`src/rtl/qcpm_pkg.sv`:
```
// ----------------------------------------------------------------------------
// qcpm_pkg
// Types, widths and constants shared by the cascaded pid mixer modules.
// ----------------------------------------------------------------------------
package qcpm_pkg;

   localparam int IN_W         = 16;
   localparam int MOTOR_W      = 16;
   localparam int OUTER_GAIN_W = 60;
   localparam int OUTER_K_W    = 20;
   localparam int INNER_GAIN_W = 32;
   localparam int INNER_K_W    = 16;
   localparam int LIMIT_W      = 15;
   localparam int THRESH_W     = 16;
   localparam int NUM_AXES     = 3;
   localparam int NUM_MOTORS   = 4;
   localparam int AXIS_W       = 2;
   localparam int MOTOR_IDX_W  = 2;

   // outer sum magnitude stays below 2^40 at the default angle format
   localparam int SUM_W  = 42;
   localparam int MUL_A_W = OUTER_K_W + 1;
   localparam int MUL_W  = MUL_A_W + SUM_W;
   localparam int ACC_W  = 64;

   localparam int REQ_DATA_W = 112;
   localparam int RSP_DATA_W = 64;
   localparam int CSR_ADDR_W = 3;
   localparam int CSR_DATA_W = 64;

   localparam int THROTTLE_OFFSET = 500;

   localparam logic [OUTER_GAIN_W-1:0] OUTER_PITCH_RST = 60'd286720;
   localparam logic [OUTER_GAIN_W-1:0] OUTER_ROLL_RST  = 60'd256000;
   localparam logic [OUTER_GAIN_W-1:0] OUTER_YAW_RST   = 60'd1536;
   localparam logic [INNER_GAIN_W-1:0] INNER_PITCH_RST = 32'd8587837;
   localparam logic [INNER_GAIN_W-1:0] INNER_ROLL_RST  = 32'd8587837;
   localparam logic [INNER_GAIN_W-1:0] INNER_YAW_RST   = 32'd51514311;
   localparam logic [LIMIT_W-1:0]      LIMIT_RST       = 15'd19200;
   localparam logic [THRESH_W-1:0]     THRESH_RST      = 16'd1000;

   localparam logic [AXIS_W-1:0] AXIS_ROLL  = 2'd0;
   localparam logic [AXIS_W-1:0] AXIS_PITCH = 2'd1;
   localparam logic [AXIS_W-1:0] AXIS_YAW   = 2'd2;

   localparam logic [MOTOR_IDX_W-1:0] MOTOR_FA = 2'd0;
   localparam logic [MOTOR_IDX_W-1:0] MOTOR_FB = 2'd1;
   localparam logic [MOTOR_IDX_W-1:0] MOTOR_RA = 2'd2;
   localparam logic [MOTOR_IDX_W-1:0] MOTOR_RB = 2'd3;

   typedef enum logic [CSR_ADDR_W-1:0] {
      CSR_OUTER_PITCH = 3'd0,
      CSR_OUTER_ROLL  = 3'd1,
      CSR_OUTER_YAW   = 3'd2,
      CSR_INNER_PITCH = 3'd3,
      CSR_INNER_ROLL  = 3'd4,
      CSR_INNER_YAW   = 3'd5,
      CSR_INT_LIMIT   = 3'd6,
      CSR_THRESHOLD   = 3'd7
   } csr_index_type;

   typedef enum logic [2:0] {
      OP_NONE,
      OP_KP,
      OP_KI,
      OP_KD,
      OP_CD,
      OP_CP
   } mul_op_type;

   typedef enum logic [3:0] {
      ST_IDLE,
      ST_PREP,
      ST_KP,
      ST_KI,
      ST_KD,
      ST_CD,
      ST_CP,
      ST_FLUSH,
      ST_OUT
   } state_type;

   typedef struct packed {
      logic [NUM_AXES-1:0][OUTER_GAIN_W-1:0] outer_gains;
      logic [NUM_AXES-1:0][INNER_GAIN_W-1:0] inner_gains;
      logic [LIMIT_W-1:0]                    integral_limit;
      logic [THRESH_W-1:0]                   throttle_threshold;
   } csr_regs_type;

   typedef struct packed {
      logic              load;
      logic              prep_en;
      logic [AXIS_W-1:0] prep_axis;
      mul_op_type        mul_op;
      logic [AXIS_W-1:0] mul_axis;
      logic              out_load;
   } cmd_type;

   typedef struct packed {
      logic out_free;
   } status_type;

   // x-mode mixer: 1 where the axis correction is subtracted from the motor
   function automatic logic mix_neg(input logic [AXIS_W-1:0] axis,
                                    input logic [MOTOR_IDX_W-1:0] motor);
      logic neg;
      case (axis)
         AXIS_ROLL:  neg = (motor == MOTOR_FB) || (motor == MOTOR_RA);
         AXIS_PITCH: neg = (motor == MOTOR_RA) || (motor == MOTOR_RB);
         AXIS_YAW:   neg = (motor == MOTOR_FB) || (motor == MOTOR_RB);
         default:    neg = 1'b0;
      endcase
      return neg;
   endfunction

endpackage

```
`src/rtl/qcpm_csr.sv`:
```
// ----------------------------------------------------------------------------
// qcpm_csr
// Gain, integral limit and throttle threshold registers with write port.
// ----------------------------------------------------------------------------
module qcpm_csr import qcpm_pkg::*; (
   input  logic                  clock,
   input  logic                  reset,
   input  logic                  csr_valid,
   output logic                  csr_ready,
   input  logic [CSR_ADDR_W-1:0] csr_addr,
   input  logic [CSR_DATA_W-1:0] csr_wdata,
   output csr_regs_type          regs
);

   logic [OUTER_GAIN_W-1:0] outer_pitch_ff, outer_roll_ff, outer_yaw_ff;
   logic [INNER_GAIN_W-1:0] inner_pitch_ff, inner_roll_ff, inner_yaw_ff;
   logic [LIMIT_W-1:0]      limit_ff;
   logic [THRESH_W-1:0]     thresh_ff;

   assign csr_ready = 1'b1;

   always_ff @(posedge clock) begin
      if (reset) begin
         outer_pitch_ff <= OUTER_PITCH_RST;
         outer_roll_ff  <= OUTER_ROLL_RST;
         outer_yaw_ff   <= OUTER_YAW_RST;
         inner_pitch_ff <= INNER_PITCH_RST;
         inner_roll_ff  <= INNER_ROLL_RST;
         inner_yaw_ff   <= INNER_YAW_RST;
         limit_ff       <= LIMIT_RST;
         thresh_ff      <= THRESH_RST;
      end else if (csr_valid && csr_ready) begin
         case (csr_index_type'(csr_addr))
            CSR_OUTER_PITCH: outer_pitch_ff <= csr_wdata[OUTER_GAIN_W-1:0];
            CSR_OUTER_ROLL:  outer_roll_ff  <= csr_wdata[OUTER_GAIN_W-1:0];
            CSR_OUTER_YAW:   outer_yaw_ff   <= csr_wdata[OUTER_GAIN_W-1:0];
            CSR_INNER_PITCH: inner_pitch_ff <= csr_wdata[INNER_GAIN_W-1:0];
            CSR_INNER_ROLL:  inner_roll_ff  <= csr_wdata[INNER_GAIN_W-1:0];
            CSR_INNER_YAW:   inner_yaw_ff   <= csr_wdata[INNER_GAIN_W-1:0];
            CSR_INT_LIMIT:   limit_ff       <= csr_wdata[LIMIT_W-1:0];
            CSR_THRESHOLD:   thresh_ff      <= csr_wdata[THRESH_W-1:0];
            default: begin
            end
         endcase
      end
   end

   // registers are listed pitch first, the datapath indexes roll first
   always_comb begin
      regs.outer_gains[AXIS_ROLL]  = outer_roll_ff;
      regs.outer_gains[AXIS_PITCH] = outer_pitch_ff;
      regs.outer_gains[AXIS_YAW]   = outer_yaw_ff;
      regs.inner_gains[AXIS_ROLL]  = inner_roll_ff;
      regs.inner_gains[AXIS_PITCH] = inner_pitch_ff;
      regs.inner_gains[AXIS_YAW]   = inner_yaw_ff;
      regs.integral_limit          = limit_ff;
      regs.throttle_threshold      = thresh_ff;
   end

endmodule

```
`config.mk`:
```
export PLATFORM = sky130hd
export DESIGN_NAME = qcpm_csr
export DESIGN_NICKNAME = d
export VERILOG_FILES = /design/src/rtl/qcpm_pkg.sv /design/src/rtl/qcpm_csr.sv
export SDC_FILE = /design/constraint.sdc
export NUM_CORES = 1
export LEC_CHECK = 0
export CELL_PAD_IN_SITES_DETAIL_PLACEMENT = 2
export CELL_PAD_IN_SITES_GLOBAL_PLACEMENT = 2
export CORE_MARGIN = 2
export CORE_UTILIZATION = 38
export DETAILED_ROUTE_END_ITERATION = 8
export DONT_BUFFER_PORTS = 1
export HOLD_SLACK_MARGIN = 0.08
export PLACE_DENSITY = 0.83
export SLEW_MARGIN = 15
export SYNTH_ARGS = -nofsm -noshare
export SYNTH_HDL_FRONTEND = slang
export SYNTH_SLANG_ARGS = --single-unit
```
`constraint.sdc`:
```
create_clock -name clock -period 2.66 [get_ports clock]
set_input_delay 0.266 -clock clock [delete_from_list [all_inputs] [get_ports clock]]
set_output_delay 0.266 -clock clock [all_outputs]
set_load 0.05 [all_outputs]
```
==> flow_summary.json <==
{
  "first_global_vias": 10460,
  "clock_skew_ns": 0,
  "drt_first_pass_iters": 4,
  "via_count": 8895,
  "worst_ep_required_time_ns": 3.09,
  "synthTopCellsByCount": "nand2b_1, dfxtp_1, mux2i_1",
  "yosys_warnings": 0,
  "overflow": 0,
  "top_usage_layer": "met2",
  "grt_use_met3": 0.1037,
  "min_period_over_period": 0.8586,
  "register_area_mm2": 0.006146,
  "drive_above_1_share": 0.05093,
  "place.gp.congestion": 0.7267,
  "worstSetupStartpointType": "flip-flop",
  "syn_area_mm2": 0.01197,
  "core_mm2": 0.03083,
  "final_net_count": 1344,
  "yosysSeqAreaShare": 0.5133,
  "power.switching_mw": 2.721,
  "crit_end": "outer_pitch_ff[14]",
  "crit_arrival_ns": 2.72,
  "hold_class": "primary input to flip-flop",
  "synth-main-ff-cell": "dfxtp_1",
  "die_w_um": 181.5,
  "timing.setup.tns_ns": 0,
  "end_kind": "flip-flop",
  "cts_sinks": 307,
  "io_buffer_count": 0,
  "outcome": "complete, no violations",
  "dieArea_mm2": 0.03295,
  "synth_largest_area_cell": "dfxtp_1",
  "regToRegSetupSlack_ns": 0.38,
  "start_util": 0.3884,
  "ctsLongestPathBuffers": 3,
  "dr.first_iter.drc_count": 335,
  "setup_viol": 0,
  "synthDistinctLibCells": 16,
  "cts_resized": 0,
  "synthArstFlopShare": 0,
  "path_max_fanout": 2,
  "ir_worst_vdd_uv": 330.2,
  "p_int_mw": 7.701,
  "fillers": 2985,
  "leakagePower_nw": 6.868,
  "dp_hpwl_mm": 23.68,
  "core.rowCount": 64,
  "clkPwrFrac": 0.446,
  "synth.most_common_cell": "nand2b_1",
  "cts_tree": "yes",
  "synth_top_area_share": 0.5133,
  "fin_util": 0.5008,
  "grt_first_pass_wirelength_mm": 68.66,
  "path_class": "flip-flop to flip-flop",
  "p_per_area_mw_per_mm2": 675.0,
  "hold_depth": 2,
  "met1_usage": 0.2741,
  "syn_nets": 1168,
  "fmax_mhz": 437.9,
  "reg2reg_from": "outer_pitch_ff[14]",
  "cts_buffers": 35,
  "ctsHtreeMaxLevel": 2,
  "drv_cap": 0,
  "slew_violations": 0,
  "rsz0062_at_grt": "no",
  "layout-area-overhead-vs-synth_pct": 28.94,
  "grt_use_met2": 0.5119,
  "cts.hold.buffers_added": 210,
  "ys_top_cells_by_area": "dfxtp_1, mux2i_1, nand2b_1",
  "drc": 0,
  "crit_start": "outer_pitch_ff[14]",
  "postRouteAntennaNets": 0,
  "hold_viol_final": 0,
  "clk_latency_ns": 0.50,
  "drt-total-wl_mm": 45.76,
  "post_cts_buffers": 0,
  "fin_crit_ns": 2.284,
  "wl_per_cell_um": 27.03,
  "r2r_cells": 4,
  "syn_area_per_cell_um2": 10.91,
  "cts.clk_slew.worst_paths_ns": 0.06,
  "grt_max_degree": 207,
  "relSlewSlack": 0.3590,
  "viasPerCell": 5.254,
  "seq_power_share": 0.495,
  "root_buffer": "clkbuf_16",
  "netSwitchingFraction": 0.2611,
  "syn_inst": 1098,
  "power.share.combinational": 0.059,
  "worst_pin_slew_ns": 0.9479,
  "io_pins": 378,
  "die_h_um": 181.5,
  "antenna_found_initial": 0,
  "ys_ff_latch": 307,
  "multiInputGateArea_mm2": 0.005508,
  "synth_edf_count": 0,
  "track_usage": 0.2740,
  "regToRegEndpoint": "outer_pitch_ff[14]"
}
kinds of logic after synthesis:
logic type,count (synthesis),share of synthesized area
muxes,307,0.2566
DFF,307,0.5133
other,1,0.0003132
buffers and inverters,83,0.03312
and+or+nand+nor,400,0.1967
layout make-up:
class                           instances  share of cell area
Clock buffer                           55             0.06759
Sequential cell                       307              0.3981
Clock inverter                          4            0.001459
Timing Repair Buffer                  222              0.1439
Antenna cell                            1           0.0001621
Multi-Input combinational cell        708              0.3567
Tap cell                              396             0.03209
worst max-delay path: stages (launching register included):
cell           delay (ns)
dfxtp_1              0.69
nor2_1               0.11
dlygate4sd3_1        0.61
mux2i_1              0.22
dlygate4sd3_1        0.59
cell usage in the layout (no fill, tap or decap):
cell           netlist  layout
buf_12               0       1
buf_16               0       1
buf_4                6      11
clkbuf_1            41      13
clkbuf_16            0      37
clkbuf_8             0       5
clkinv_2             0       3
clkinvlp_4           0       1
conb_1               1       1
dfxtp_1            307     307
diode_2              0       1
dlygate4sd3_1        0     209
mux2i_1            307     307
nand2b_1           314     314
nand4_1              1       1
nand4b_1             3       3
nand4bb_4            0       3
nor2_1              75      75
nor4b_2              0       1
nor4bb_2             0       1
nor4bb_4             0       1
or4b_4               1       1
power groups by stage:
stage | combinational, mW | clock [mW] | sequential [mW]
finish | 0.617 | 4.65 | 5.16
CTS | 0.595 | 4.66 | 5.15
floorplan | 0.379 | 0 | 5.21
global placement | 0.385 | 0 | 5.24
detailed placement | 0.401 | 0 | 5.25
global route | 0.658 | 4.95 | 5.16
routing by layer:
| layer | share of wire | vias to the layer above |
|---|---|---|
| met5 | 0 | - |
| met4 | 0.040 | 0 |
| met3 | 0.090 | 102 |
| met2 | 0.52 | 351 |
| met1 | 0.35 | 4467 |
| li1 | - | 3975 |
worst min path at each step:
| stage | from | to | slack [ns] |
|---|---|---|---|
| after floorplan | csr_wdata[1] | inner_yaw_ff[1] | 0.43 |
| after global placement | csr_wdata[20] | inner_yaw_ff[20] | 0.43 |
| after detailed placement | csr_wdata[1] | inner_yaw_ff[1] | 0.44 |
| after CTS | csr_wdata[19] | inner_pitch_ff[19] | 0.08 |
| after global routing | csr_wdata[40] | outer_roll_ff[40] | 0.09 |
| final | csr_wdata[8] | inner_roll_ff[8] | 0.1 |
sequential cells by signal (all words and copies together), names as in the netlist:
name / count
thresh_ff: 16
outer_yaw_ff: 60
inner_roll_ff: 32
inner_yaw_ff: 32
outer_pitch_ff: 60
inner_pitch_ff: 32
outer_roll_ff: 60
limit_ff: 15
through the flow:
stage	total power, mW	cells	setup WS (ns)	hold WS (ns)	area (um^2)
final	10.42	1693	0.3762	0.09530	15440
after global routing	10.77	1692	0.2991	0.08610	15440
after CTS	10.40	1692	0.5457	0.08024	15440
after detailed placement	5.650	1423	1.062	0.4413	12250
after global placement	5.630	1423	1.107	0.4314	12250
after floorplan	5.584	1098	1.226	0.4272	11970
(Power assumes the default switching activity.)
