## src/rtl/qcpm_pkg.sv

```systemverilog
// ----------------------------------------------------------------------------
// qcpm_pkg
// Types, widths and constants shared by the cascaded pid mixer modules.
// ----------------------------------------------------------------------------
package qcpm_pkg;

   localparam int IN_W         = 16;
   localparam int MOTOR_W      = 16;
   localparam int OUTER_GAIN_W = 60;
   localparam int OUTER_K_W    = 20;
   localparam int INNER_GAIN_W = 32;
   localparam int INNER_K_W    = 16;
   localparam int LIMIT_W      = 15;
   localparam int THRESH_W     = 16;
   localparam int NUM_AXES     = 3;
   localparam int NUM_MOTORS   = 4;
   localparam int AXIS_W       = 2;
   localparam int MOTOR_IDX_W  = 2;

   // outer sum magnitude stays below 2^40 at the default angle format
   localparam int SUM_W  = 42;
   localparam int MUL_A_W = OUTER_K_W + 1;
   localparam int MUL_W  = MUL_A_W + SUM_W;
   localparam int ACC_W  = 64;

   localparam int REQ_DATA_W = 112;
   localparam int RSP_DATA_W = 64;
   localparam int CSR_ADDR_W = 3;
   localparam int CSR_DATA_W = 64;

   localparam int THROTTLE_OFFSET = 500;

   localparam logic [OUTER_GAIN_W-1:0] OUTER_PITCH_RST = 60'd286720;
   localparam logic [OUTER_GAIN_W-1:0] OUTER_ROLL_RST  = 60'd256000;
   localparam logic [OUTER_GAIN_W-1:0] OUTER_YAW_RST   = 60'd1536;
   localparam logic [INNER_GAIN_W-1:0] INNER_PITCH_RST = 32'd8587837;
   localparam logic [INNER_GAIN_W-1:0] INNER_ROLL_RST  = 32'd8587837;
   localparam logic [INNER_GAIN_W-1:0] INNER_YAW_RST   = 32'd51514311;
   localparam logic [LIMIT_W-1:0]      LIMIT_RST       = 15'd19200;
   localparam logic [THRESH_W-1:0]     THRESH_RST      = 16'd1000;

   localparam logic [AXIS_W-1:0] AXIS_ROLL  = 2'd0;
   localparam logic [AXIS_W-1:0] AXIS_PITCH = 2'd1;
   localparam logic [AXIS_W-1:0] AXIS_YAW   = 2'd2;

   localparam logic [MOTOR_IDX_W-1:0] MOTOR_FA = 2'd0;
   localparam logic [MOTOR_IDX_W-1:0] MOTOR_FB = 2'd1;
   localparam logic [MOTOR_IDX_W-1:0] MOTOR_RA = 2'd2;
   localparam logic [MOTOR_IDX_W-1:0] MOTOR_RB = 2'd3;

   typedef enum logic [CSR_ADDR_W-1:0] {
      CSR_OUTER_PITCH = 3'd0,
      CSR_OUTER_ROLL  = 3'd1,
      CSR_OUTER_YAW   = 3'd2,
      CSR_INNER_PITCH = 3'd3,
      CSR_INNER_ROLL  = 3'd4,
      CSR_INNER_YAW   = 3'd5,
      CSR_INT_LIMIT   = 3'd6,
      CSR_THRESHOLD   = 3'd7
   } csr_index_type;

   typedef enum logic [2:0] {
      OP_NONE,
      OP_KP,
      OP_KI,
      OP_KD,
      OP_CD,
      OP_CP
   } mul_op_type;

   typedef enum logic [3:0] {
      ST_IDLE,
      ST_PREP,
      ST_KP,
      ST_KI,
      ST_KD,
      ST_CD,
      ST_CP,
      ST_FLUSH,
      ST_OUT
   } state_type;

   typedef struct packed {
      logic [NUM_AXES-1:0][OUTER_GAIN_W-1:0] outer_gains;
      logic [NUM_AXES-1:0][INNER_GAIN_W-1:0] inner_gains;
      logic [LIMIT_W-1:0]                    integral_limit;
      logic [THRESH_W-1:0]                   throttle_threshold;
   } csr_regs_type;

   typedef struct packed {
      logic              load;
      logic              prep_en;
      logic [AXIS_W-1:0] prep_axis;
      mul_op_type        mul_op;
      logic [AXIS_W-1:0] mul_axis;
      logic              out_load;
   } cmd_type;

   typedef struct packed {
      logic out_free;
   } status_type;

   // x-mode mixer: 1 where the axis correction is subtracted from the motor
   function automatic logic mix_neg(input logic [AXIS_W-1:0] axis,
                                    input logic [MOTOR_IDX_W-1:0] motor);
      logic neg;
      case (axis)
         AXIS_ROLL:  neg = (motor == MOTOR_FB) || (motor == MOTOR_RA);
         AXIS_PITCH: neg = (motor == MOTOR_RA) || (motor == MOTOR_RB);
         AXIS_YAW:   neg = (motor == MOTOR_FB) || (motor == MOTOR_RB);
         default:    neg = 1'b0;
      endcase
      return neg;
   endfunction

endpackage

```

## src/rtl/qcpm_ctrl.sv

```systemverilog
// ----------------------------------------------------------------------------
// qcpm_ctrl
// Sequencer: walks the three axes through the shared multiplier.
// ----------------------------------------------------------------------------
module qcpm_ctrl import qcpm_pkg::*; (
   input  logic       clock,
   input  logic       reset,
   input  logic       req_tvalid,
   output logic       req_tready,
   input  status_type status,
   output cmd_type    cmd
);

   state_type         state_ff, state_in;
   logic [AXIS_W-1:0] axis_ff, axis_in;

   always_ff @(posedge clock) begin
      if (reset) begin
         state_ff <= ST_IDLE;
         axis_ff  <= AXIS_ROLL;
      end else begin
         state_ff <= state_in;
         axis_ff  <= axis_in;
      end
   end

   always_comb begin
      state_in      = state_ff;
      axis_in       = axis_ff;
      req_tready    = 1'b0;
      cmd.load      = 1'b0;
      cmd.prep_en   = 1'b0;
      cmd.prep_axis = axis_ff;
      cmd.mul_op    = OP_NONE;
      cmd.mul_axis  = axis_ff;
      cmd.out_load  = 1'b0;
      case (state_ff)
         ST_IDLE: begin
            req_tready = 1'b1;
            if (req_tvalid) begin
               cmd.load = 1'b1;
               axis_in  = AXIS_ROLL;
               state_in = ST_PREP;
            end
         end
         ST_PREP: begin
            cmd.prep_en = 1'b1;
            state_in    = ST_KP;
         end
         ST_KP: begin
            cmd.mul_op = OP_KP;
            state_in   = ST_KI;
         end
         ST_KI: begin
            cmd.mul_op = OP_KI;
            state_in   = ST_KD;
         end
         ST_KD: begin
            cmd.mul_op = OP_KD;
            state_in   = ST_CD;
         end
         ST_CD: begin
            cmd.mul_op = OP_CD;
            state_in   = ST_CP;
         end
         ST_CP: begin
            // the next axis is prepared while this one's last product is issued
            cmd.mul_op = OP_CP;
            if (axis_ff == AXIS_YAW) begin
               state_in = ST_FLUSH;
            end else begin
               cmd.prep_en   = 1'b1;
               cmd.prep_axis = axis_ff + 2'd1;
               axis_in       = axis_ff + 2'd1;
               state_in      = ST_KP;
            end
         end
         ST_FLUSH: begin
            state_in = ST_OUT;
         end
         ST_OUT: begin
            if (status.out_free) begin
               cmd.out_load = 1'b1;
               state_in     = ST_IDLE;
            end
         end
         default: begin
            state_in = ST_IDLE;
         end
      endcase
   end

   a_accept_starts_prep: assert property (@(posedge clock) disable iff (reset)
      (req_tvalid && req_tready) |=> (state_ff == ST_PREP) && (axis_ff == AXIS_ROLL))
      else $error("accepted transaction did not start with roll preparation");

   a_axis_range: assert property (@(posedge clock) disable iff (reset)
      axis_ff <= AXIS_YAW)
      else $error("axis counter out of range");

   a_out_load_free: assert property (@(posedge clock) disable iff (reset)
      cmd.out_load |-> status.out_free)
      else $error("result loaded over an untaken result");

   a_prep_axis_next: assert property (@(posedge clock) disable iff (reset)
      (cmd.prep_en && (state_ff == ST_CP)) |-> (cmd.prep_axis == cmd.mul_axis + 2'd1))
      else $error("overlapped preparation on wrong axis");

endmodule

```

## config.mk

```make
export PLATFORM = sky130hd
export DESIGN_NAME = qcpm_ctrl
export DESIGN_NICKNAME = d
export VERILOG_FILES = /design/src/rtl/qcpm_pkg.sv /design/src/rtl/qcpm_ctrl.sv
export SDC_FILE = /design/constraint.sdc
export NUM_CORES = 1
export LEC_CHECK = 0
export BUFFER_PORTS_ARGS = -buffer_cell sky130_fd_sc_hd__buf_2
export CORE_AREA = 2 2 39 41
export DETAILED_ROUTE_END_ITERATION = 8
export DIE_AREA = 0 0 41 43
export GPL_TIMING_DRIVEN = 1
export PLACE_DENSITY = 0.69
export SETUP_SLACK_MARGIN = 0.3
export SLEW_MARGIN = 20
export SYNTH_ARGS = -nofsm -noshare
export SYNTH_HDL_FRONTEND = slang
export SYNTH_SLANG_ARGS = --single-unit
```

## constraint.sdc

```tcl
create_clock -name clock -period 1.41 [get_ports clock]
set_input_delay 0 -clock clock [delete_from_list [all_inputs] [get_ports clock]]
set_output_delay 0 -clock clock [all_outputs]
set_load 0.05 [all_outputs]
```

==> results by stage <==
Critical path:
- Along the worst path, the maximum fanout reaches 4.
- The worst path required time is approximately 1.4 ns.
- The critical path goes through inv_4 -> ha_4 -> nor4bb_4 -> a21oi_2 -> nor2_4 -> buf_8.
- The kind of critical path is flip-flop to output pin.
- The total buffers and inverters traversed by the critical path is 2.
- The largest individual stage delay along the critical path comes from the cell dfxtp_4.
- The endpoint arrival time on the critical path is approximately 1.5 ns.
- The worst setup path is captured at an output pin.
- On the critical path the largest part of the delay comes from simple AND/OR/NAND/NOR gates.
- The worst setup path is launched from a flip-flop.
- In this design, the stage delay of the slowest critical-path cell is about 0.37 ns.

Finish:
- The repair_antennas step left the layout with diodes totalling 0.
- The filler cell count is 89.
- The fraction of layout instances using a drive strength above 1 is between 70 and 80%.
- At the end of the flow, the number of nets in the layout was 98.
- The final non-filler cell total is 107.
- Cells fill 77.40% of the core in the end.
- The finished cells cover 0.001071 sq mm.
- Relative to the synthesized area, the layout overhead comes to 137.8%.

STA:
- Summed over all failing endpoints, the final setup total negative slack is -0.08643 ns.
- Final hold analysis gives a worst-case slack of 0.09037 ns.
- Based on the critical path, the design can be clocked at up to ~680 MHz.
- Setup repair after global routing could not meet its margin everywhere.
- After layout, the worst setup slack is -0.05286 ns.
- The final clock period utilization by the worst path is 103.7%.
- The post-layout minimum cycle time is approximately 1.5 ns.
- The worst slew margin relative to its limit is between 70% and 80%.
- The number of endpoints failing setup at the final stage is 2.
- The number of failing hold endpoints at the final stage is 0.
- Clock skew on the completed layout was measured at between 0.015 and 0.02 ns.
- The number of pins exceeding their max-slew limit in the final report is 0.
- The actual slew at the worst max-slew pin is ~0.30 ns.

Place:
- The half-perimeter wire length of the detailed placement result is between 800 and 900 microns.
- Timing analysis after detailed placement gives a worst setup slack of around 0.042 ns.
- The total of buffers placed on input and output ports is 14.
- The post-place instance area is 660.6 sq um.
- The routability congestion estimate is 0.7764.
- Counting tap cells, the placed design contains a total of 85 instances.

Power and ir drop:
- The design draws about 0.97 mW.
- The switching power of the nets is roughly 0.40 mW.
- The share of total power consumed by net switching is between 40% and 50%.
- The peak supply drop is around 0.47 mV.
- The share of power burned in registers is between 20 and 25%.
- The internal power of the cells totals approximately 0.57 mW.
- Dividing total power by cell area gives a power density of 909.9 mW/mm^2.
- The combinational cell fraction of total power is between 50% and 60%.
- Of the total power, the clock network draws 19.6%.
- The total leakage power is 0.4179 nW.

Floorplanning:
- The die is about 40 microns wide.
- Row generation in the floorplan step produced 14 rows.
- The area enclosed by the die boundary is approximately 0.0018 sq mm.
- Once the floorplan was initialized, standard cells occupied 32.55% of the core.
- The die extent in y is 43 microns.
- In this run the standard cell core region covers around 0.0014 sq mm.
- 15 I/O pins were placed.

Synthesis:
- The number of nets handed over by synthesis was roughly 60.
- The number of storage elements in the synthesis netlist is 6.
- Synthesis handed over a netlist of 55 instances.
- Counting distinct cell types in the post-synthesis netlist gives 29.
- In this run the cell area of the synthesized design comes to between 400 and 500 sq um.
- The fraction of synthesized cell area taken by the top area cell type is a little over a quarter.
- For this run, the number of Yosys warnings is 0.
- The sequential fraction of the synthesis area is around a quarter.
- The leading area contributor after synthesis is dfxtp_1.
- Dividing the synthesized area by the synthesized cell count gives 8.190 sq um.
- Sorting the synthesized cells by area gives the leading types as dfxtp_1 (27%), ha_1 (5.6%), nor4_4 (4.7%), buf_2 (4.4%), o21ai_0 (4.4%).

GRT:
- The maximum number of pins on one net before global-route repair is 10.
- The initial antenna violation count is 0.
- Global routing consumed, over all layers together, between 20% and 30% of the routing resources.
- The number of global-route vias before repair is 526.
- The total grt overflow is 0.
- The first global-routing pass estimated approximately 2400 microns of wire.

Detailed routing:
- After the first detailed-routing iteration, the DRC count stood at 13.
- The routed via count divided by cell count is between 5 and 6.
- The first detailed-routing pass ran for 4 iterations.
- The per-cell routed wire length is ~17 microns.
- The total wire length is roughly 1800 microns.
- The routed layout has roughly 580 vias.
- The DRC violations left is 0.
- The number of nets with antenna violations after detailed routing is 0.

CTS:
- The clock insertion delay at the later pin of the skew report is around 0.27 ns.
- The number of buffers inserted during clock tree synthesis is 3.
- The clock tree from TritonCTS is yes.
- In this run the clock root is driven by a clkbuf_4.
- The number of buffers on the longest clock path is 2.
- The number of H-tree levels is 1.
- Counting every sink on the clock net gives 6.
- The clock transition at the registers of the reported paths is roughly 0.06 ns.

Status:
- The run finished, with violations left.
- The checks that failed: setup timing.

Job:
- The count of max-cap constraint violations is 0.

Min path:
- The path class of the lowest-slack min-delay path is input pin to flip-flop.
[cell type report]
type | instances | area (sq um) | area share (%)
multi-input cells | 41 | 501.7 | 46.85
well taps | 16 | 20.02 | 1.869
repair buffers | 36 | 362.8 | 33.88
inverters | 4 | 17.52 | 1.636
clock buffers | 4 | 26.28 | 2.453
flip-flops and latches | 6 | 142.6 | 13.32
[cells in the mapped netlist]
cell type	number
xnor2_1	1
and2_1	1
a211oi_1	1
nand4bb_1	1
and4bb_2	1
nor4_4	1
nor3_1	3
nand2_1	5
nor4_1	2
buf_2	4
nor3b_1	1
o211ai_1	1
a21oi_1	2
nand4b_1	1
o21ai_0	4
o2bb2ai_1	2
nor2_1	3
a221oi_1	1
inv_1	4
nand3b_1	1
a211oi_2	1
o32ai_1	1
dfxtp_1	6
nand2b_1	1
a21boi_0	1
nor4bb_1	1
or3_1	1
nor2b_1	1
ha_1	2
[state kept, by name, indices dropped and copies added (netlist names)]
register	cells
axis_ff	2
state_ff	4
[metal layers]
layer	share of wire, %	vias to the layer above	GRT usage (%)
met4	3.2	0	8.000
met2	51	15	30.00
li1	-	278	-
met5	0	-	0
met3	2.5	5	3.141
met1	43	278	27.74
[tightest hold or removal path, cell delays in order]
cell and delay [ns]:
buf_2 0.10, nand2_4 0.06, o211ai_1 0.09, a221oi_2 0.06
[power groups by stage]
stage	Combinational (mW)	Clock (mW)	Sequential [mW]
floorplan	0.287	0	0.203
global placement	0.323	0	0.217
detailed placement	0.328	0	0.218
CTS	0.477	0.185	0.213
global route	0.588	0.203	0.221
finish	0.565	0.191	0.218
[repair_timing]
item                                   4_1_cts  5_1_grt
hold buffers                                 1        0
pin swaps                                   13        8
setup endpoints to repair                   13       14
endpoints found under the hold margin        1        0
resized for setup                           45       17
buffers inserted                            11        6
[cell usage in the layout (no fill, tap or decap), drive strengths merged, types with 2 or more instances in the layout]
master / instances
a211oi: 2
a21oi: 2
buf: 35
clkbuf: 4
dfxtp: 6
ha: 2
inv: 4
nand2: 5
nor2: 3
nor3: 3
nor4: 3
o21ai: 4
o2bb2ai: 2
[path summary, 6_finish.rpt]
| kind | from | cells past startpoint | endpoint | slack (ns) |
|---|---|---|---|---|
| max | axis_ff[0]$_SDFFE_PP0P_ | 6 | cmd[8] | -0.05 |
| min | status | 4 | state_ff[3]$_SDFFE_PP0P_ | 0.09 |
| max reg2reg | axis_ff[0]$_SDFFE_PP0P_ | 5 | axis_ff[0]$_SDFFE_PP0P_ | 0.09 |
| min reg2reg | state_ff[0]$_SDFFE_PP0P_ | 1 | state_ff[0]$_SDFFE_PP0P_ | 0.50 |
[logic make-up after synthesis]
group	synth area share (%)
compound gates	22.23
xor+xnor	1.945
fa+ha+maj	5.555
buf+inv	7.777
flops	26.67
simple gates	35.84
No activity file was read; power rests on OpenSTA's default activity.
