**config.mk**
```make
export PLATFORM = sky130hd
export DESIGN_NAME = qcpm_dp
export DESIGN_NICKNAME = d
export VERILOG_FILES = /design/src/rtl/qcpm_pkg.sv /design/src/rtl/qcpm_dp.sv
export SDC_FILE = /design/constraint.sdc
export NUM_CORES = 2
export LEC_CHECK = 0
export BUFFER_PORTS_ARGS = -buffer_cell sky130_fd_sc_hd__buf_2
export CELL_PAD_IN_SITES_DETAIL_PLACEMENT = 2
export CELL_PAD_IN_SITES_GLOBAL_PLACEMENT = 2
export CORE_ASPECT_RATIO = 1.5
export CORE_UTILIZATION = 43
export DETAILED_ROUTE_END_ITERATION = 8
export PLACE_DENSITY_LB_ADDON = 0.15
export SLEW_MARGIN = 25
export SYNTH_ARGS = -nofsm -noshare
export SYNTH_HDL_FRONTEND = slang
export SYNTH_SLANG_ARGS = --single-unit
```
**constraint.sdc**
```tcl
create_clock -name clock -period 15.2 [get_ports clock]
set_clock_uncertainty 0.2 [all_clocks]
set_input_delay 0.76 -clock clock [delete_from_list [all_inputs] [get_ports clock]]
set_output_delay 0.76 -clock clock [all_outputs]
set_load 0.02 [all_outputs]
```
**src/rtl/qcpm_pkg.sv**
```systemverilog
// ----------------------------------------------------------------------------
// qcpm_pkg
// Types, widths and constants shared by the cascaded pid mixer modules.
// ----------------------------------------------------------------------------
package qcpm_pkg;

   localparam int IN_W         = 16;
   localparam int MOTOR_W      = 16;
   localparam int OUTER_GAIN_W = 60;
   localparam int OUTER_K_W    = 20;
   localparam int INNER_GAIN_W = 32;
   localparam int INNER_K_W    = 16;
   localparam int LIMIT_W      = 15;
   localparam int THRESH_W     = 16;
   localparam int NUM_AXES     = 3;
   localparam int NUM_MOTORS   = 4;
   localparam int AXIS_W       = 2;
   localparam int MOTOR_IDX_W  = 2;

   // outer sum magnitude stays below 2^40 at the default angle format
   localparam int SUM_W  = 42;
   localparam int MUL_A_W = OUTER_K_W + 1;
   localparam int MUL_W  = MUL_A_W + SUM_W;
   localparam int ACC_W  = 64;

   localparam int REQ_DATA_W = 112;
   localparam int RSP_DATA_W = 64;
   localparam int CSR_ADDR_W = 3;
   localparam int CSR_DATA_W = 64;

   localparam int THROTTLE_OFFSET = 500;

   localparam logic [OUTER_GAIN_W-1:0] OUTER_PITCH_RST = 60'd286720;
   localparam logic [OUTER_GAIN_W-1:0] OUTER_ROLL_RST  = 60'd256000;
   localparam logic [OUTER_GAIN_W-1:0] OUTER_YAW_RST   = 60'd1536;
   localparam logic [INNER_GAIN_W-1:0] INNER_PITCH_RST = 32'd8587837;
   localparam logic [INNER_GAIN_W-1:0] INNER_ROLL_RST  = 32'd8587837;
   localparam logic [INNER_GAIN_W-1:0] INNER_YAW_RST   = 32'd51514311;
   localparam logic [LIMIT_W-1:0]      LIMIT_RST       = 15'd19200;
   localparam logic [THRESH_W-1:0]     THRESH_RST      = 16'd1000;

   localparam logic [AXIS_W-1:0] AXIS_ROLL  = 2'd0;
   localparam logic [AXIS_W-1:0] AXIS_PITCH = 2'd1;
   localparam logic [AXIS_W-1:0] AXIS_YAW   = 2'd2;

   localparam logic [MOTOR_IDX_W-1:0] MOTOR_FA = 2'd0;
   localparam logic [MOTOR_IDX_W-1:0] MOTOR_FB = 2'd1;
   localparam logic [MOTOR_IDX_W-1:0] MOTOR_RA = 2'd2;
   localparam logic [MOTOR_IDX_W-1:0] MOTOR_RB = 2'd3;

   typedef enum logic [CSR_ADDR_W-1:0] {
      CSR_OUTER_PITCH = 3'd0,
      CSR_OUTER_ROLL  = 3'd1,
      CSR_OUTER_YAW   = 3'd2,
      CSR_INNER_PITCH = 3'd3,
      CSR_INNER_ROLL  = 3'd4,
      CSR_INNER_YAW   = 3'd5,
      CSR_INT_LIMIT   = 3'd6,
      CSR_THRESHOLD   = 3'd7
   } csr_index_type;

   typedef enum logic [2:0] {
      OP_NONE,
      OP_KP,
      OP_KI,
      OP_KD,
      OP_CD,
      OP_CP
   } mul_op_type;

   typedef enum logic [3:0] {
      ST_IDLE,
      ST_PREP,
      ST_KP,
      ST_KI,
      ST_KD,
      ST_CD,
      ST_CP,
      ST_FLUSH,
      ST_OUT
   } state_type;

   typedef struct packed {
      logic [NUM_AXES-1:0][OUTER_GAIN_W-1:0] outer_gains;
      logic [NUM_AXES-1:0][INNER_GAIN_W-1:0] inner_gains;
      logic [LIMIT_W-1:0]                    integral_limit;
      logic [THRESH_W-1:0]                   throttle_threshold;
   } csr_regs_type;

   typedef struct packed {
      logic              load;
      logic              prep_en;
      logic [AXIS_W-1:0] prep_axis;
      mul_op_type        mul_op;
      logic [AXIS_W-1:0] mul_axis;
      logic              out_load;
   } cmd_type;

   typedef struct packed {
      logic out_free;
   } status_type;

   // x-mode mixer: 1 where the axis correction is subtracted from the motor
   function automatic logic mix_neg(input logic [AXIS_W-1:0] axis,
                                    input logic [MOTOR_IDX_W-1:0] motor);
      logic neg;
      case (axis)
         AXIS_ROLL:  neg = (motor == MOTOR_FB) || (motor == MOTOR_RA);
         AXIS_PITCH: neg = (motor == MOTOR_RA) || (motor == MOTOR_RB);
         AXIS_YAW:   neg = (motor == MOTOR_FB) || (motor == MOTOR_RB);
         default:    neg = 1'b0;
      endcase
      return neg;
   endfunction

endpackage

```
**src/rtl/qcpm_dp.sv**
```systemverilog
// ----------------------------------------------------------------------------
// qcpm_dp
// Datapath: axis state, shared multiplier, outer sum and motor accumulators.
// ----------------------------------------------------------------------------
module qcpm_dp import qcpm_pkg::*; #(
   parameter int ANGLE_FRAC_BITS = 6
) (
   input  logic                  clock,
   input  logic                  reset,
   input  cmd_type               cmd,
   output status_type            status,
   input  csr_regs_type          csr,
   input  logic [REQ_DATA_W-1:0] req_tdata,
   input  logic [0:0]            req_tuser,
   output logic                  rsp_tvalid,
   input  logic                  rsp_tready,
   output logic [RSP_DATA_W-1:0] rsp_tdata
);

   localparam int OuterFrac = 10 + ANGLE_FRAC_BITS;
   localparam int TotalFrac = OuterFrac + 16;

   // latched item
   logic signed [IN_W-1:0]  err_in_ff  [NUM_AXES];
   logic signed [IN_W-1:0]  gyro_in_ff [NUM_AXES];
   logic                    run_ff;

   // per axis history
   logic signed [IN_W-1:0]  int_ff        [NUM_AXES];
   logic signed [IN_W-1:0]  last_angle_ff [NUM_AXES];
   logic signed [IN_W-1:0]  last_gyro_ff  [NUM_AXES];

   // operands of the axis being worked on
   logic signed [IN_W-1:0]  err_ff, integ_ff;
   logic signed [IN_W:0]    diff_ff, gdiff_ff;
   logic signed [SUM_W-1:0] shell_ff;

   logic signed [ACC_W-1:0] prod_ff;
   logic                    prod_vld_ff;
   mul_op_type              prod_op_ff;
   logic [AXIS_W-1:0]       prod_axis_ff;

   logic signed [ACC_W-1:0] mot_ff [NUM_MOTORS];

   logic                    rsp_valid_ff;
   logic [RSP_DATA_W-1:0]   rsp_data_ff, rsp_data_in;

   // item fields
   logic [IN_W-1:0]         req_throttle;
   logic signed [IN_W:0]    thr_off;
   logic signed [ACC_W-1:0] base_acc;
   logic                    req_run;

   // preparation
   logic signed [IN_W-1:0]  p_err, p_gyro, p_integ;
   logic signed [IN_W:0]    p_integ_raw, p_lim, p_neg_lim, p_diff, p_gdiff;
   logic signed [IN_W+2:0]  p_gyro7;
   logic signed [SUM_W-1:0] p_shell0;

   // multiplier
   logic [OUTER_GAIN_W-1:0] og;
   logic [INNER_GAIN_W-1:0] ig;
   logic signed [MUL_A_W-1:0] mul_a;
   logic signed [SUM_W-1:0]   mul_b;
   logic signed [MUL_W-1:0]   mul_res;

   // saturation
   logic signed [ACC_W-1:0] mot_q   [NUM_MOTORS];
   logic [MOTOR_W-1:0]      mot_sat [NUM_MOTORS];

   assign req_throttle = req_tdata[7*IN_W-1:6*IN_W];
   assign thr_off      = $signed({1'b0, req_throttle}) - (IN_W+1)'(THROTTLE_OFFSET);
   assign base_acc     = ACC_W'(thr_off) <<< TotalFrac;
   assign req_run      = req_tuser[0] && (req_throttle > csr.throttle_threshold);

   always_comb begin
      p_err       = err_in_ff[cmd.prep_axis];
      p_gyro      = gyro_in_ff[cmd.prep_axis];
      p_lim       = $signed({2'b00, csr.integral_limit});
      p_neg_lim   = -p_lim;
      p_integ_raw = (IN_W+1)'(p_err) + (IN_W+1)'(int_ff[cmd.prep_axis]);
      if (p_integ_raw > p_lim) begin
         p_integ = p_lim[IN_W-1:0];
      end else if (p_integ_raw < p_neg_lim) begin
         p_integ = p_neg_lim[IN_W-1:0];
      end else begin
         p_integ = p_integ_raw[IN_W-1:0];
      end
      p_diff   = (IN_W+1)'(p_err) - (IN_W+1)'(last_angle_ff[cmd.prep_axis]);
      p_gdiff  = (IN_W+1)'(p_gyro) - (IN_W+1)'(last_gyro_ff[cmd.prep_axis]);
      // 3.5 * gyro at the outer format
      p_gyro7  = ((IN_W+3)'(p_gyro) <<< 3) - (IN_W+3)'(p_gyro);
      p_shell0 = SUM_W'(p_gyro7) <<< (OuterFrac - 1);
   end

   always_comb begin
      og    = csr.outer_gains[cmd.mul_axis];
      ig    = csr.inner_gains[cmd.mul_axis];
      mul_a = '0;
      mul_b = '0;
      case (cmd.mul_op)
         OP_KP: begin
            mul_a = $signed({1'b0, og[OUTER_K_W-1:0]});
            mul_b = SUM_W'(err_ff);
         end
         OP_KI: begin
            mul_a = $signed({1'b0, og[2*OUTER_K_W-1:OUTER_K_W]});
            mul_b = SUM_W'(integ_ff);
         end
         OP_KD: begin
            mul_a = $signed({1'b0, og[3*OUTER_K_W-1:2*OUTER_K_W]});
            mul_b = SUM_W'(diff_ff);
         end
         OP_CD: begin
            mul_a = $signed({{(MUL_A_W-INNER_K_W){1'b0}}, ig[2*INNER_K_W-1:INNER_K_W]});
            mul_b = SUM_W'(gdiff_ff) <<< OuterFrac;
         end
         OP_CP: begin
            mul_a = $signed({{(MUL_A_W-INNER_K_W){1'b0}}, ig[INNER_K_W-1:0]});
            mul_b = shell_ff;
         end
         default: begin
         end
      endcase
   end

   assign mul_res = mul_a * mul_b;

   always_ff @(posedge clock) begin
      if (reset) begin
         prod_vld_ff <= 1'b0;
         for (int a = 0; a < NUM_AXES; a++) begin
            int_ff[a]        <= '0;
            last_angle_ff[a] <= '0;
            last_gyro_ff[a]  <= '0;
         end
      end else begin
         prod_vld_ff <= (cmd.mul_op != OP_NONE);
         if (cmd.prep_en) begin
            int_ff[cmd.prep_axis]        <= p_integ;
            last_angle_ff[cmd.prep_axis] <= p_err;
            last_gyro_ff[cmd.prep_axis]  <= p_gyro;
         end
      end
   end

   always_ff @(posedge clock) begin
      prod_ff      <= ACC_W'(mul_res);
      prod_op_ff   <= cmd.mul_op;
      prod_axis_ff <= cmd.mul_axis;

      if (cmd.load) begin
         for (int a = 0; a < NUM_AXES; a++) begin
            err_in_ff[a]  <= req_tdata[a*IN_W +: IN_W];
            gyro_in_ff[a] <= req_tdata[(a+NUM_AXES)*IN_W +: IN_W];
         end
         run_ff <= req_run;
      end

      if (cmd.prep_en) begin
         err_ff   <= p_err;
         integ_ff <= p_integ;
         diff_ff  <= p_diff;
         gdiff_ff <= p_gdiff;
         shell_ff <= p_shell0;
      end else if (prod_vld_ff && (prod_op_ff inside {OP_KP, OP_KI, OP_KD})) begin
         shell_ff <= shell_ff + $signed(prod_ff[SUM_W-1:0]);
      end

      // inner products go straight into the motor sums with mixer signs
      for (int m = 0; m < NUM_MOTORS; m++) begin
         if (cmd.load) begin
            mot_ff[m] <= base_acc;
         end else if (prod_vld_ff && (prod_op_ff inside {OP_CD, OP_CP})) begin
            if (mix_neg(prod_axis_ff, MOTOR_IDX_W'(m))) begin
               mot_ff[m] <= mot_ff[m] - prod_ff;
            end else begin
               mot_ff[m] <= mot_ff[m] + prod_ff;
            end
         end
      end
   end

   always_comb begin
      for (int m = 0; m < NUM_MOTORS; m++) begin
         mot_q[m] = mot_ff[m] >>> TotalFrac;
         if (mot_ff[m] <= 0) begin
            mot_sat[m] = '0;
         end else if (|mot_q[m][ACC_W-1:MOTOR_W]) begin
            mot_sat[m] = '1;
         end else begin
            mot_sat[m] = mot_q[m][MOTOR_W-1:0];
         end
      end
      if (run_ff) begin
         rsp_data_in = {mot_sat[3], mot_sat[2], mot_sat[1], mot_sat[0]};
      end else begin
         rsp_data_in = '0;
      end
   end

   always_ff @(posedge clock) begin
      if (reset) begin
         rsp_valid_ff <= 1'b0;
      end else if (cmd.out_load) begin
         rsp_valid_ff <= 1'b1;
      end else if (rsp_tready) begin
         rsp_valid_ff <= 1'b0;
      end
   end

   always_ff @(posedge clock) begin
      if (cmd.out_load) begin
         rsp_data_ff <= rsp_data_in;
      end
   end

   assign status.out_free = !rsp_valid_ff || rsp_tready;
   assign rsp_tvalid      = rsp_valid_ff;
   assign rsp_tdata       = rsp_data_ff;

   a_load_no_product: assert property (@(posedge clock) disable iff (reset)
      cmd.load |=> !prod_vld_ff)
      else $error("product in flight when a new transaction was loaded");

   a_out_load_shows: assert property (@(posedge clock) disable iff (reset)
      cmd.out_load |=> rsp_valid_ff)
      else $error("loaded result not presented");

   a_rsp_held: assert property (@(posedge clock) disable iff (reset)
      (rsp_tvalid && !rsp_tready) |=> (rsp_tvalid && $stable(rsp_tdata)))
      else $error("waiting motor transaction changed before it was taken");

endmodule

```
==> impl_metrics.csv <==
group,metric,value,unit
timing,period_minus_slack,11840,ps
place,dp_hpwl,346600,um
final_layout,nets,12390,
grt,grt_overflow,0,
hold_path,holdPathEnd,"prod_op_ff[2]",
route,vias_per_cell,6.344,
power,worst_ir_drop_vdd,0.2082,mV
grt,grt_max_degree,117,
route,vias,84610,
route,routedWlPerCell,34.12,um
logic_synthesis,ys_ff_latch,787,
final_layout,fillCellCount,22490,
route,first_iter_violations,5201,
clock_network,hold_buffers,94,
clock_network,cts_root_buf,"clkbuf_16",
floorplan,start_util,43.28,%
logic_synthesis,synth_area,90030,um2
critical_path,rr_endpoint,"prod_ff[59]",
logic_synthesis,yosysSeqAreaShare,25.31,%
floorplan,rows,205,
power,leakage,0.04466,uW
clock_network,clk_pin_slew,60,ps
timing,setup_viol_count_final,0,
power,p_per_area,217.8,nW/um2
grt,grt_pass1_wl,648300,um
critical_path,path_class,"in -> reg",
critical_path,crit_required,15630,ps
job,drv_cap,0,
critical_path,cp_common_cell,"fa_1",
grt,grt_antenna_before_repair,26,
logic_synthesis,synth_cell_types,94,
clock_network,post_cts_buffers,0,
critical_path,critical_path_buf_inv_count,9,
critical_path,end_kind,"flip-flop",
route,post-route-drc-count,0,
grt,grt_use_total,41.87,%
floorplan,die_area,211200,um2
clock_network,cts_tree,"done",
final_layout,areaGrowthSynthToFinish,11.08,%
timing,rsz0062_at_grt,"no",
timing,max_freq,0.08443,GHz
logic_synthesis,synth_nets,12020,
hold_path,hold_depth,1,
logic_synthesis,synth_ff_type,"edfxtp_1",
logic_synthesis,synth_area_per_cell,8.941,um2
timing,worstMarginPinSlew,1388,ps
logic_synthesis,syn_inst,10070,
final_layout,final_area,100000,um2
run_status,status,"finished clean",
critical_path,r2r_slack,4780,ps
clock_network,insertion_delay,790,ps
critical_path,crit_family,"adder cells",
clock_network,cts_inserted_buffers,91,
timing,timing.slew.headroom,7.456,%
floorplan,pin_count,499,
timing,slew_violations,0,
place,portBuffers,498,
hold_path,min-delay-start,"cmd[5]",
critical_path,max_stage_delay,910,ps
logic_synthesis,yosysWarnings,0,
critical_path,cp_max_fo,64,
timing,timing.final.crit_share,77.92,%
clock_network,cts_sinks,787,
grt,grt_pass1_vias,97320,
final_layout,layout-drive-gt1-share,9.630,%
final_layout,layout_commonest_cell,"inv_1",
critical_path,r2r-start,"err_ff[15]",
final_layout,final_cell_mix,"inv_1 (1272), nor2_1 (1078), nand2_1 (851)",
floorplan,coreArea,208000,um2
route,drtPass1Iterations,5,
clock_network,cts_resized,0,
critical_path,startpoint_type,"input pin",
floorplan,die_w,375.6,um
critical_path,worstPathArrival,12270,ps
route,antenna_left,0,
timing,hold_viol,0,
logic_synthesis,synthArstFlopShare,0,%
logic_synthesis,ys_top_cells_by_area,"edfxtp_1 (23%), fa_1 (18%), ha_1 (9.6%)",
logic_synthesis,yosysTopAreaCellShare,23.42,%
place,dpl_cell_area,95870,um2
critical_path,slowest_stage,"o21ai_0",
logic_synthesis,synth_top_area_cell,"edfxtp_1",
clock_network,htree_levels,3,
timing,final.setup.tns,0,ps
hold_path,hold_class,"in -> reg",
clock_network,clockBufferDepth,3,
critical_path,ff2ff_path_depth,29,
route,postRouteWirelength,455000,um
floorplan,die_height,562.4,um
logic_synthesis,synth_edf_count,702,
place,gp_congestion,0.9857,
==> stage by stage <==
stage | worst slack (ps) | hold slack [ps] | utilization, % | instances | power, uW
after global placement | 3431 | 282.6 | 46.06 | 13040 | 17700
after detailed placement | 2886 | 342.7 | 46.09 | 13040 | 18830
final | 3356 | 40.15 | 48.07 | 13340 | 21780
after global routing | 3005 | 53.29 | 48.06 | 13330 | 23020
after floorplan | 5418 | 249.4 | - | 10070 | 13370
after CTS | 3658 | 14.66 | 47.99 | 13310 | 21380
==> per-layer routing <==
layer | GRT usage, % | vias to the layer above | wire, um
li1 | - | 35550 | -
met1 | 38.98 | 43090 | 144000
met2 | 75.14 | 3861 | 228000
met3 | 8.281 | 2084 | 28800
met4 | 41.43 | 22 | 54070
met5 | 0 | - | 149
==> worst register-to-register path, delay by kind of cell, from the launching register on <==
| family | cells | cell delay (ps) |
|---|---|---|
| fa+ha+maj | 8 | 4050 |
| compound gates | 10 | 3960 |
| buf+inv | 7 | 870 |
| simple gates | 3 | 590 |
| flops | 1 | 440 |
| mux | 1 | 190 |
==> sequential cells by signal, summed over array words and instances, names as in the netlist, 3 cells and up <==
signal,count
prod_op_ff,3
last_gyro_ff,64
err_ff,16
gyro_in_ff,48
int_ff,64
last_angle_ff,64
mot_ff,256
rsp_tdata,64
err_in_ff,48
diff_ff,17
shell_ff,42
gdiff_ff,17
integ_ff,16
prod_ff,63
==> logic make-up after synthesis <==
| group | after synthesis | share of synthesized area (%) |
|---|---|---|
| buffers and inverters | 1771 | 7.415 |
| flip-flops | 787 | 25.31 |
| XOR/XNOR | 441 | 4.299 |
| multiplexers | 170 | 2.571 |
| adder cells (fa/ha/maj) | 1516 | 27.95 |
| AND/OR/NAND/NOR | 2942 | 14.85 |
| AO/OA/AOI/OAI | 2442 | 17.61 |
==> synthesized netlist by cell type, drive strengths merged, types with 23 or more instances <==
cell type / instances
a22oi: 37
nand3: 135
o22ai: 38
mux4: 48
buf: 52
a211o: 23
a31oi: 82
clkbuf: 445
nor4: 106
or3: 54
a221o: 43
o21a: 125
o41ai: 30
ha: 691
and2: 79
xor2: 123
a211oi: 64
fa: 825
a22o: 37
a21oi: 692
or4: 25
nor2: 1081
nor2b: 102
inv: 1273
nand2b: 72
edfxtp: 702
nand4: 98
a21boi: 29
a21o: 245
o31ai: 67
o21bai: 100
dfxtp: 85
o21ai: 505
or2: 31
nand2: 852
xnor2: 318
nor3: 179
mux2i: 112
o211ai: 49
a221oi: 81
and3: 61
==> layout make-up <==
type / instances / area (um2) / share of cell area, %
Multi-Input combinational cell: 7511 / 61020 / 61.01
Clock buffer: 110 / 2474 / 2.474
Inverter: 1274 / 4782 / 4.782
Sequential cell: 787 / 22780 / 22.78
Clock inverter: 61 / 543.0 / 0.5430
Timing Repair Buffer: 776 / 4850 / 4.850
Antenna cell: 24 / 60.06 / 0.06006
Tap cell: 2794 / 3496 / 3.496
==> report_power, final <==
group	switching (uW)	internal, uW
clock network	1130	1260
registers	414	2790
logic	10400	5760
==> how the worst max path moves through the flow <==
stage | endpoint | slack, ps | cells after the start | start
after global placement | prod_ff[59] | 3430 | 33 | cmd[5]
final | prod_ff[59] | 3360 | 33 | cmd[5]
after detailed placement | prod_ff[59] | 2890 | 33 | cmd[5]
after CTS | prod_ff[59] | 3660 | 33 | cmd[5]
after floorplan | prod_ff[62] | 5420 | 35 | cmd[4]
after global routing | prod_ff[59] | 3010 | 33 | cmd[5]
No activity file was read; power rests on OpenSTA's default activity.
